==> config.mk <==
export PLATFORM = sky130hd
export DESIGN_NAME = load_store_stack_unit
export DESIGN_NICKNAME = d
export VERILOG_FILES = /design/src/hw/rtl/lssu_pkg.sv /design/src/hw/rtl/lssu_mod_unit.sv /design/src/hw/rtl/lssu_byte_ram.sv /design/src/hw/rtl/lssu_reg_file.sv /design/src/hw/rtl/load_store_stack_unit.sv
export SDC_FILE = /design/constraint.sdc
export NUM_CORES = 2
export LEC_CHECK = 0
export CORE_ASPECT_RATIO = 0.9
export CORE_MARGIN = 2
export CORE_UTILIZATION = 66
export CTS_CLUSTER_DIAMETER = 50
export DETAILED_ROUTE_END_ITERATION = 6
export DONT_BUFFER_PORTS = 1
export HOLD_SLACK_MARGIN = 0.06
export PLACE_DENSITY_LB_ADDON = 0.1
export SKIP_LAST_GASP = 1
export SYNTH_ARGS = -nofsm -noshare
export SYNTH_HDL_FRONTEND = slang
export SYNTH_SLANG_ARGS = --single-unit
==> constraint.sdc <==
create_clock -name clk_i -period 22.5 [get_ports clk_i]
set_input_delay 2.25 -clock clk_i [delete_from_list [all_inputs] [get_ports clk_i]]
set_output_delay 2.25 -clock clk_i [all_outputs]
set_load 0.01 [all_outputs]
==> src/hw/rtl/lssu_pkg.sv <==
package lssu_pkg;

  // Default RAM size in bytes
  localparam int unsigned RAM_BYTES_DEF = 256;

  // Register file geometry
  localparam int unsigned REG_COUNT = 16;
  localparam int unsigned REG_IDX_W = 4;
  localparam int unsigned WORD_W    = 32;

  // Stack pointer register
  localparam logic [REG_IDX_W-1:0] SP_INDEX = 4'd13;

  // Operation codes
  typedef enum logic [3:0] {
    OP_LDR      = 4'd0,
    OP_LDRB     = 4'd1,
    OP_LDRH     = 4'd2,
    OP_LDRSB    = 4'd3,
    OP_LDRSH    = 4'd4,
    OP_STR      = 4'd5,
    OP_STRB     = 4'd6,
    OP_STRH     = 4'd7,
    OP_PUSH     = 4'd8,
    OP_POP      = 4'd9,
    OP_REGWRITE = 4'd10,
    OP_REGREAD  = 4'd11
  } op_e;

  // Register file write port
  typedef struct packed {
    logic                 en;
    logic [REG_IDX_W-1:0] addr;
    logic [WORD_W-1:0]    data;
  } rf_wr_t;

  // Register file read port
  typedef struct packed {
    logic                 en;
    logic [REG_IDX_W-1:0] addr;
  } rf_rd_t;

endpackage

==> src/hw/rtl/lssu_mod_unit.sv <==
// Reduces a 32-bit address modulo the RAM size, eight bits per cycle.
module lssu_mod_unit #(
  parameter int unsigned RAM_BYTES = lssu_pkg::RAM_BYTES_DEF
) (
  input  logic                         clk_i,
  input  logic                         rst_ni,
  input  logic                         start_i,
  input  logic [31:0]                  value_i,
  output logic                         done_o,
  output logic [$clog2(RAM_BYTES)-1:0] rem_o
);
  import lssu_pkg::*;

  localparam int unsigned AW       = $clog2(RAM_BYTES);
  localparam int unsigned BitsStep = 8;
  localparam int unsigned Steps    = WORD_W / BitsStep;
  localparam int unsigned CntW     = $clog2(Steps);
  localparam logic [AW:0] Modulus  = (AW + 1)'(RAM_BYTES);
  localparam logic [CntW-1:0] CntLast = CntW'(Steps - 1);

  logic [31:0]     val_q, val_d;
  logic [AW-1:0]   rem_q, rem_d;
  logic [CntW-1:0] cnt_q, cnt_d;
  logic            act_q, act_d;
  logic            done_q, done_d;
  logic [AW-1:0]   rem_step;

  // Restoring reduction over the top eight bits of the shift register
  always_comb begin
    logic [AW:0] ext;
    rem_step = rem_q;
    for (int k = 0; k < BitsStep; k++) begin
      ext = {rem_step, val_q[31 - k]};
      if (ext >= Modulus) begin
        ext = ext - Modulus;
      end
      rem_step = ext[AW-1:0];
    end
  end

  // Sequencing
  always_comb begin
    val_d  = val_q;
    rem_d  = rem_q;
    cnt_d  = cnt_q;
    act_d  = act_q;
    done_d = 1'b0;
    if (start_i) begin
      val_d = value_i;
      rem_d = '0;
      cnt_d = '0;
      act_d = 1'b1;
    end else if (act_q) begin
      val_d = val_q << BitsStep;
      rem_d = rem_step;
      cnt_d = cnt_q + 1'b1;
      if (cnt_q == CntLast) begin
        act_d  = 1'b0;
        done_d = 1'b1;
      end
    end
  end

  always_ff @(posedge clk_i or negedge rst_ni) begin
    if (!rst_ni) begin
      act_q  <= 1'b0;
      done_q <= 1'b0;
      cnt_q  <= '0;
    end else begin
      act_q  <= act_d;
      done_q <= done_d;
      cnt_q  <= cnt_d;
    end
  end

  always_ff @(posedge clk_i) begin
    val_q <= val_d;
    rem_q <= rem_d;
  end

  assign done_o = done_q;
  assign rem_o  = rem_q;

endmodule

==> src/hw/rtl/lssu_byte_ram.sv <==
// Byte-wide RAM, one write and one registered read per cycle.
// Swept to zero after reset, one byte per cycle; writes on we_i are ignored meanwhile.
module lssu_byte_ram #(
  parameter int unsigned RAM_BYTES = lssu_pkg::RAM_BYTES_DEF
) (
  input  logic                         clk_i,
  input  logic                         rst_ni,
  input  logic                         we_i,
  input  logic [$clog2(RAM_BYTES)-1:0] waddr_i,
  input  logic [7:0]                   wdata_i,
  input  logic                         re_i,
  input  logic [$clog2(RAM_BYTES)-1:0] raddr_i,
  output logic [7:0]                   rdata_o,
  output logic                         clearing_o
);
  import lssu_pkg::*;

  localparam int unsigned AW = $clog2(RAM_BYTES);
  localparam logic [AW-1:0] AddrLast = AW'(RAM_BYTES - 1);

  logic [7:0]    mem_q [RAM_BYTES];
  logic [7:0]    rdata_q;
  logic [AW-1:0] clr_q, clr_d;
  logic          clr_act_q, clr_act_d;
  logic          mem_we;
  logic [AW-1:0] mem_waddr;
  logic [7:0]    mem_wdata;

  // Clearing sweep
  always_comb begin
    clr_d     = clr_q;
    clr_act_d = clr_act_q;
    if (clr_act_q) begin
      clr_d = clr_q + 1'b1;
      if (clr_q == AddrLast) begin
        clr_act_d = 1'b0;
      end
    end
  end

  always_ff @(posedge clk_i or negedge rst_ni) begin
    if (!rst_ni) begin
      clr_q     <= '0;
      clr_act_q <= 1'b1;
    end else begin
      clr_q     <= clr_d;
      clr_act_q <= clr_act_d;
    end
  end

  // Write port mux: sweep has the port while active
  assign mem_we    = clr_act_q | we_i;
  assign mem_waddr = clr_act_q ? clr_q : waddr_i;
  assign mem_wdata = clr_act_q ? 8'h00 : wdata_i;

  always_ff @(posedge clk_i) begin
    if (mem_we) begin
      mem_q[mem_waddr] <= mem_wdata;
    end
  end

  always_ff @(posedge clk_i) begin
    if (re_i) begin
      rdata_q <= mem_q[raddr_i];
    end
  end

  assign rdata_o    = rdata_q;
  assign clearing_o = clr_act_q;

endmodule

==> src/hw/rtl/lssu_reg_file.sv <==
// 16 x 32 register file, one write and one registered read per cycle.
// Entries never written read as zero.
module lssu_reg_file (
  input  logic                   clk_i,
  input  logic                   rst_ni,
  input  lssu_pkg::rf_wr_t       wr_i,
  input  lssu_pkg::rf_rd_t       rd_i,
  output logic [31:0]            rdata_o
);
  import lssu_pkg::*;

  logic [WORD_W-1:0]    mem_q [REG_COUNT];
  logic [REG_COUNT-1:0] vld_q;
  logic [WORD_W-1:0]    rdata_q;

  // Valid bits stand in for the zero reset of the array
  always_ff @(posedge clk_i or negedge rst_ni) begin
    if (!rst_ni) begin
      vld_q <= '0;
    end else if (wr_i.en) begin
      vld_q[wr_i.addr] <= 1'b1;
    end
  end

  always_ff @(posedge clk_i) begin
    if (wr_i.en) begin
      mem_q[wr_i.addr] <= wr_i.data;
    end
  end

  always_ff @(posedge clk_i) begin
    if (rd_i.en) begin
      rdata_q <= vld_q[rd_i.addr] ? mem_q[rd_i.addr] : '0;
    end
  end

  assign rdata_o = rdata_q;

endmodule

==> src/hw/rtl/load_store_stack_unit.sv <==
// Channel   | Ports                                             | Direction
// ----------+---------------------------------------------------+----------
// request   | start_i, busy_o, operation_i, base_i, offset_i,   | in
//           | store_data_i, register_list_i, register_index_i   |
// result    | done_o, read_data_o                               | out
//
// A request is taken when start_i is high and busy_o low; one result follows,
// shown for one cycle with done_o. RAM moves one byte per cycle, n bytes for a
// load or store and four per listed register for push and pop; a non power of
// two RAM size adds a modulo reduction of the start address to RAM operations.
// After reset busy_o stays high while the RAM is zeroed. The receiver cannot
// stall; busy_o is low in the cycle the result is shown.
module load_store_stack_unit #(
  parameter int unsigned RAM_BYTES = lssu_pkg::RAM_BYTES_DEF
) (
  input  logic        clk_i,
  input  logic        rst_ni,
  input  logic        start_i,
  output logic        busy_o,
  input  logic [3:0]  operation_i,
  input  logic [31:0] base_i,
  input  logic [31:0] offset_i,
  input  logic [31:0] store_data_i,
  input  logic [15:0] register_list_i,
  input  logic [3:0]  register_index_i,
  output logic        done_o,
  output logic [31:0] read_data_o
);
  import lssu_pkg::*;

  localparam int unsigned AW      = $clog2(RAM_BYTES);
  localparam bit          RamPow2 = (RAM_BYTES & (RAM_BYTES - 1)) == 0;
  localparam logic [AW-1:0] AddrLast = AW'(RAM_BYTES - 1);

  typedef enum logic [3:0] {
    ST_CLEAR,
    ST_IDLE,
    ST_RFRD,
    ST_SPRD,
    ST_ADDR,
    ST_MODW,
    ST_LOAD,
    ST_STORE,
    ST_PUSHRD,
    ST_PUSHWR,
    ST_SPWR
  } state_e;

  state_e        state_q, state_d;
  op_e           op_q, op_d, op_in;
  logic [31:0]   addr_q, addr_d;
  logic [AW-1:0] r_q, r_d;
  logic [31:0]   data_q, data_d;
  logic [15:0]   list_q, list_d;
  logic [31:0]   sp_q, sp_d;
  logic [6:0]    tot_q, tot_d;
  logic          pend_q, pend_d;
  logic [1:0]    bsel_q, bsel_d;
  logic [1:0]    rbyte_q, rbyte_d;
  logic          done_q, done_d;
  logic [31:0]   result_q, result_d;

  logic          accept;
  logic [31:0]   addr_nx;
  logic [AW-1:0] r_nx;
  logic [4:0]    cnt;
  logic [31:0]   four_cnt;
  logic [3:0]    low_idx;
  logic [31:0]   word_in;
  logic [31:0]   load_ext;

  rf_wr_t        rf_wr;
  rf_rd_t        rf_rd;
  logic [31:0]   rf_rdata;

  logic          ram_we;
  logic [7:0]    ram_wdata;
  logic          ram_re;
  logic [7:0]    ram_rdata;
  logic          ram_clearing;

  logic          mod_start;
  logic          mod_done;
  logic [AW-1:0] mod_rem;

  function automatic logic [4:0] pop_count(input logic [15:0] v);
    logic [4:0] n;
    n = '0;
    for (int i = 0; i < 16; i++) begin
      n = n + 5'(v[i]);
    end
    return n;
  endfunction

  function automatic logic [3:0] lowest_set(input logic [15:0] v);
    logic [3:0] idx;
    idx = '0;
    for (int i = 15; i >= 0; i--) begin
      if (v[i]) begin
        idx = 4'(i);
      end
    end
    return idx;
  endfunction

  // Units
  lssu_byte_ram #(
    .RAM_BYTES(RAM_BYTES)
  ) u_ram (
    .clk_i,
    .rst_ni,
    .we_i      (ram_we),
    .waddr_i   (r_q),
    .wdata_i   (ram_wdata),
    .re_i      (ram_re),
    .raddr_i   (r_q),
    .rdata_o   (ram_rdata),
    .clearing_o(ram_clearing)
  );

  lssu_reg_file u_rf (
    .clk_i,
    .rst_ni,
    .wr_i   (rf_wr),
    .rd_i   (rf_rd),
    .rdata_o(rf_rdata)
  );

  lssu_mod_unit #(
    .RAM_BYTES(RAM_BYTES)
  ) u_mod (
    .clk_i,
    .rst_ni,
    .start_i(mod_start),
    .value_i(addr_q),
    .done_o (mod_done),
    .rem_o  (mod_rem)
  );

  // Helpers
  assign accept   = start_i && (state_q == ST_IDLE);
  assign op_in    = op_e'(operation_i);
  assign addr_nx  = addr_q + 32'd1;
  assign r_nx     = ((addr_nx == '0) || (r_q == AddrLast)) ? '0 : r_q + 1'b1;
  assign cnt      = pop_count(list_q);
  assign four_cnt = {25'd0, cnt, 2'b00};
  assign low_idx  = lowest_set(list_q);
  assign word_in  = {data_q[23:0], ram_rdata};

  always_comb begin
    unique case (op_q)
      OP_LDRSB: load_ext = {{24{data_q[7]}}, data_q[7:0]};
      OP_LDRSH: load_ext = {{16{data_q[15]}}, data_q[15:0]};
      default:  load_ext = data_q;
    endcase
  end

  // Sequencer
  always_comb begin
    state_d   = state_q;
    op_d      = op_q;
    addr_d    = addr_q;
    r_d       = r_q;
    data_d    = data_q;
    list_d    = list_q;
    sp_d      = sp_q;
    tot_d     = tot_q;
    pend_d    = 1'b0;
    bsel_d    = bsel_q;
    rbyte_d   = rbyte_q;
    done_d    = 1'b0;
    result_d  = result_q;
    rf_wr     = '0;
    rf_rd     = '0;
    ram_we    = 1'b0;
    ram_wdata = data_q[31:24];
    ram_re    = 1'b0;
    mod_start = 1'b0;

    unique case (state_q)
      ST_CLEAR: begin
        if (!ram_clearing) begin
          state_d = ST_IDLE;
        end
      end

      ST_IDLE: begin
        if (accept) begin
          op_d    = op_in;
          addr_d  = base_i + offset_i;
          list_d  = register_list_i;
          rbyte_d = '0;
          data_d  = '0;
          unique case (op_in)
            OP_LDR: begin
              tot_d   = 7'd4;
              state_d = ST_ADDR;
            end
            OP_LDRB, OP_LDRSB: begin
              tot_d   = 7'd1;
              state_d = ST_ADDR;
            end
            OP_LDRH, OP_LDRSH: begin
              tot_d   = 7'd2;
              state_d = ST_ADDR;
            end
            OP_STR: begin
              tot_d   = 7'd4;
              data_d  = store_data_i;
              state_d = ST_ADDR;
            end
            OP_STRB: begin
              tot_d   = 7'd1;
              data_d  = {store_data_i[7:0], 24'd0};
              state_d = ST_ADDR;
            end
            OP_STRH: begin
              tot_d   = 7'd2;
              data_d  = {store_data_i[15:0], 16'd0};
              state_d = ST_ADDR;
            end
            OP_PUSH, OP_POP: begin
              rf_rd.en   = 1'b1;
              rf_rd.addr = SP_INDEX;
              state_d    = ST_SPRD;
            end
            OP_REGWRITE: begin
              rf_wr.en   = 1'b1;
              rf_wr.addr = register_index_i;
              rf_wr.data = store_data_i;
              result_d   = '0;
              done_d     = 1'b1;
            end
            OP_REGREAD: begin
              rf_rd.en   = 1'b1;
              rf_rd.addr = register_index_i;
              state_d    = ST_RFRD;
            end
            default: begin
              result_d = '0;
              done_d   = 1'b1;
            end
          endcase
        end
      end

      ST_RFRD: begin
        result_d = rf_rdata;
        done_d   = 1'b1;
        state_d  = ST_IDLE;
      end

      // Stack pointer is in; form start address and new SP
      ST_SPRD: begin
        tot_d = {cnt, 2'b00};
        if (op_q == OP_PUSH) begin
          sp_d   = rf_rdata - four_cnt;
          addr_d = rf_rdata - four_cnt;
        end else begin
          sp_d   = rf_rdata + four_cnt;
          addr_d = rf_rdata;
        end
        state_d = ST_ADDR;
      end

      // Reduce the start address into the RAM
      ST_ADDR: begin
        if (RamPow2) begin
          r_d = addr_q[AW-1:0];
          priority if (op_q == OP_PUSH) begin
            state_d = ST_PUSHRD;
          end else if (op_q == OP_STR || op_q == OP_STRB || op_q == OP_STRH) begin
            state_d = ST_STORE;
          end else begin
            state_d = ST_LOAD;
          end
        end else begin
          mod_start = 1'b1;
          state_d   = ST_MODW;
        end
      end

      ST_MODW: begin
        if (mod_done) begin
          r_d = mod_rem;
          priority if (op_q == OP_PUSH) begin
            state_d = ST_PUSHRD;
          end else if (op_q == OP_STR || op_q == OP_STRB || op_q == OP_STRH) begin
            state_d = ST_STORE;
          end else begin
            state_d = ST_LOAD;
          end
        end
      end

      // Byte reads for loads and pop: issue a read, collect its byte the cycle after
      ST_LOAD: begin
        if (tot_q != '0) begin
          ram_re = 1'b1;
          addr_d = addr_nx;
          r_d    = r_nx;
          tot_d  = tot_q - 1'b1;
          pend_d = 1'b1;
        end
        if (pend_q) begin
          data_d  = word_in;
          rbyte_d = rbyte_q + 1'b1;
          if (op_q == OP_POP && rbyte_q == 2'd3) begin
            rf_wr.en           = 1'b1;
            rf_wr.addr         = low_idx;
            rf_wr.data         = word_in;
            list_d[low_idx]    = 1'b0;
          end
        end
        if (tot_q == '0 && !pend_q) begin
          if (op_q == OP_POP) begin
            state_d = ST_SPWR;
          end else begin
            result_d = load_ext;
            done_d   = 1'b1;
            state_d  = ST_IDLE;
          end
        end
      end

      // Byte writes, most significant first
      ST_STORE: begin
        ram_we = 1'b1;
        data_d = data_q << 8;
        addr_d = addr_nx;
        r_d    = r_nx;
        tot_d  = tot_q - 1'b1;
        if (tot_q == 7'd1) begin
          result_d = '0;
          done_d   = 1'b1;
          state_d  = ST_IDLE;
        end
      end

      // Fetch the first listed register
      ST_PUSHRD: begin
        if (list_q == '0) begin
          state_d = ST_SPWR;
        end else begin
          rf_rd.en        = 1'b1;
          rf_rd.addr      = low_idx;
          list_d[low_idx] = 1'b0;
          bsel_d          = '0;
          state_d         = ST_PUSHWR;
        end
      end

      // Write the fetched word; fetch the next one with its last byte
      ST_PUSHWR: begin
        ram_we    = 1'b1;
        ram_wdata = rf_rdata[{~bsel_q, 3'b000} +: 8];
        addr_d    = addr_nx;
        r_d       = r_nx;
        bsel_d    = bsel_q + 1'b1;
        if (bsel_q == 2'd3) begin
          if (list_q != '0) begin
            rf_rd.en        = 1'b1;
            rf_rd.addr      = low_idx;
            list_d[low_idx] = 1'b0;
          end else begin
            state_d = ST_SPWR;
          end
        end
      end

      ST_SPWR: begin
        rf_wr.en   = 1'b1;
        rf_wr.addr = SP_INDEX;
        rf_wr.data = sp_q;
        result_d   = sp_q;
        done_d     = 1'b1;
        state_d    = ST_IDLE;
      end

      default: begin
        state_d = ST_IDLE;
      end
    endcase
  end

  // State and registered outputs
  always_ff @(posedge clk_i or negedge rst_ni) begin
    if (!rst_ni) begin
      state_q  <= ST_CLEAR;
      op_q     <= OP_LDR;
      pend_q   <= 1'b0;
      done_q   <= 1'b0;
      result_q <= '0;
      tot_q    <= '0;
      bsel_q   <= '0;
      rbyte_q  <= '0;
      list_q   <= '0;
    end else begin
      state_q  <= state_d;
      op_q     <= op_d;
      pend_q   <= pend_d;
      done_q   <= done_d;
      result_q <= result_d;
      tot_q    <= tot_d;
      bsel_q   <= bsel_d;
      rbyte_q  <= rbyte_d;
      list_q   <= list_d;
    end
  end

  // Datapath registers
  always_ff @(posedge clk_i) begin
    addr_q <= addr_d;
    r_q    <= r_d;
    data_q <= data_d;
    sp_q   <= sp_d;
  end

  assign busy_o      = (state_q != ST_IDLE);
  assign done_o      = done_q;
  assign read_data_o = result_q;

endmodule
==> flow_summary.ini <==
[power]
p_clk_share_pct = 28.2
total_power_uw = 16300
p_comb_share_pct = 32.1
internal_power_uw = 10700
ir_drop_uv = 110
seq_power_share_pct = 39.7
p_leak_uw = 0.0418
switching_share_pct = 34.2
power_density_nw_per_um2 = 127
switchingPower_uw = 5580

[finish]
syn2layout_area_growth_pct = 9.75
drive_gt1_share_pct = 13.5
fin_util_pct = 73.0
fill_cells = 10700
seq_area_um2 = 83700
finalNetCount = 7560
multi_input_area_um2 = 31400

[setup_path]
rrSetupSlack_ps = 15900
crit_required_ps = 23110
setup.worst_path.start = list_q[5]
arrival_ps = 7220
crit_slowest_cell = fa_1
path_delay_family = adder cells
path_max_fanout = 8
critical_path.most_common_cell = fa_1
worst-setup-path-type = flop to flop
cp_num_cells = 20
r2r_start = list_q[5]
r2r_cells = 20
worstSetupEndpointType = flop
worstReg2RegEnd = addr_q[30]
crit_end = addr_q[30]
max_stage_delay_ps = 530
worstSetupStartpointType = flop
cp_num_buf_inv = 3
path_cells = inv_1 -> fa_1 -> fa_1 -> fa_1 -> fa_1 -> inv_1 -> ha_1 -> fa_1 -> xnor2_1 -> inv_1 -> ha_1 -> nand2b_1 -> a21oi_1 -> o21ai_0 -> o21bai_1 -> or2_2 -> nor4_1 -> xor2_1 -> a221oi_1 -> nand3_1

[floorplan]
initial_utilization_pct = 66.5
die_h_um = 403
die_w_um = 448
die-area_um2 = 181000
coreArea_um2 = 176000
fp-row-count = 146
ios = 157

[timing]
finalHoldViolations = 0
period_share_pct = 29.3
rsz0062_at_grt = no
tightestPinTransition_ps = 1300
setup_viol = 0
period_minus_slack_ps = 6600
slew_headroom_pct = 13.0
fin_tns_setup_ps = 0
slew_viol_final = 0
skew_ps = 70.4
fmax_mhz = 152

[global_routing]
antenna_found_initial = 6
grt_pass1_wl_um = 448000
grt_max_degree = 221
track_usage_pct = 34.0
grt_pass1_vias = 66600
gr-total-overflow = 0

[cts]
clkTransAtPathRegs_ps = 60
cts_tree = built
numCtsBuffers = 293
clockBufferDepth = 4
cts_max_level = 5
ctsResizeCount = 0
postCtsHoldBufs = 0
worstSkewPairLatency_ps = 940
post_cts_buffers = 0
cts.sinks = 2802
cts_root_buffer = clkbuf_16

[yosys]
synth_cell_type_count = 79
synth_ff_type = edfxtp_1
synth.avg_cell_area_um2 = 15.7
synth_top_area_share_pct = 69.4
ys_seq_area_share_pct = 71.5
synth_edf_count = 2704
ys_top_cells_by_area = edfxtp_1 69%, mux4_2 5.6%, mux2i_1 3.5%
yosys_warnings = 0
yosysMostFrequentCell = edfxtp_1
syn_inst = 7454
netlist_top_cells_count = 2704 x edfxtp_1, 568 x nand2_1, 477 x nor2_1, 431 x a21oi_1, 405 x mux2i_1
ys_seq_elements = 2802
syn_area_um2 = 117000
synth_top_area_cell = edfxtp_1
syn_nets = 7647
async_flop_share_pct = 3.50

[drt]
drt_first_iter_violations = 11100
drt-wirelength-per-cell_um = 31.0
drt-total-wl_um = 308000
dr.pass1.iters = 7
via_per_inst = 7.05
postRouteAntennaNets = 0
drcViolationCount = 18
vias = 70100

[min_path]
hold_path.class = flop to flop

[run]
cap_violations = 0

[placed_design]
gp_congestion = 0.943
portBuffers = 0
dp_hpwl_um = 176000

[outcome]
status = complete, but fails checks
violations = design-rule violations
==> cell families (layout without fill, tap and decap cells) <==
family                     count (synthesis)  in the layout  share of synthesized area, %
buffers and inverters                    588            706                          1.94
other                                      0              3                             0
AOI/OAI and AO/OA                       1554           1554                          8.79
DFF                                     2802           2802                          71.5
xor gates and xnor gates                 123            123                         0.921
and+or+nand+nor                         1498           1498                          5.70
adders and majority gates                 70             70                         0.832
muxes                                    819            819                          10.3
==> power by group through the flow <==
stage               Combinational [uW]  Sequential (uW)  Clock [uW]
floorplan                         3450             6650           0
global placement                  5040             6570           0
detailed placement                5110             6570           0
CTS                               5150             6470        4620
global route                      5570             6490        4810
finish                            5240             6480        4590
==> layer usage <==
layer | share of wire [%] | GRT usage (%)
met1 | 39 | 52.1
met2 | 45 | 48.9
met3 | 13 | 8.21
met4 | 3.4 | 11.1
met5 | 0.0058 | 0
==> area by class of cell <==
class                           instances  share of cell area (%)
Timing Repair Buffer                  134                   0.901
Clock buffer                          380                    6.11
Multi-Input combinational cell       4064                    24.5
Clock inverter                        120                   0.815
Antenna cell                            3                 0.00585
Sequential cell                      2802                    65.2
Tap cell                             2368                    2.31
Inverter                               72                   0.213
==> cell usage in the layout, fill, tap and decap left out, types with 122 or more instances in the layout <==
cell and instances:
o22ai_1 135, o21ai_0 240, and3_1 146, a21oi_1 420, mux4_2 292, buf_4 122, a2111oi_0 131, nor2_1 457
mux2i_1 405, nand2_1 550, o221ai_1 154, clkbuf_16 301, edfxtp_1 2704
==> state kept, by name (all words and copies together) (netlist names), 4 cells and up <==
| register | flops |
|---|---|
| u_ram.mem_q | 2048 |
| u_rf.mem_q | 512 |
| addr_q | 32 |
| data_q | 32 |
| read_data_o | 32 |
| sp_q | 32 |
| u_rf.rdata_o | 32 |
| list_q | 16 |
| u_rf.vld_q | 16 |
| r_q | 8 |
| u_ram.clr_q | 8 |
| u_ram.rdata_o | 8 |
| tot_q | 7 |
| op_q | 4 |
| state_q | 4 |
==> worst min path at each step <==
stage | startpoint | endpoint | cells past startpoint
4_1_cts | u_rf.vld_q[6] | u_rf.vld_q[6] | 1
6_report | u_rf.vld_q[3] | u_rf.vld_q[3] | 1
2_1_floorplan | u_rf.vld_q[4] | u_rf.vld_q[4] | 1
3_5_place_dp | u_rf.vld_q[3] | u_rf.vld_q[3] | 1
5_1_grt | u_rf.vld_q[3] | u_rf.vld_q[3] | 1
3_3_place_gp | u_rf.vld_q[6] | u_rf.vld_q[6] | 1
==> stage by stage <==
step / hold slack, ps / std cells / area (um2) / worst slack [ps]
final: 462 / 9943 / 128000 / 15900
after floorplan: 431 / 7454 / 117000 / 12700
after global routing: 482 / 9941 / 128000 / 15570
after detailed placement: 448 / 9440 / 119000 / 16060
after global placement: 444 / 9440 / 119000 / 16080
after CTS: 464 / 9940 / 128000 / 16020
No activity file was read; power rests on OpenSTA's default activity.
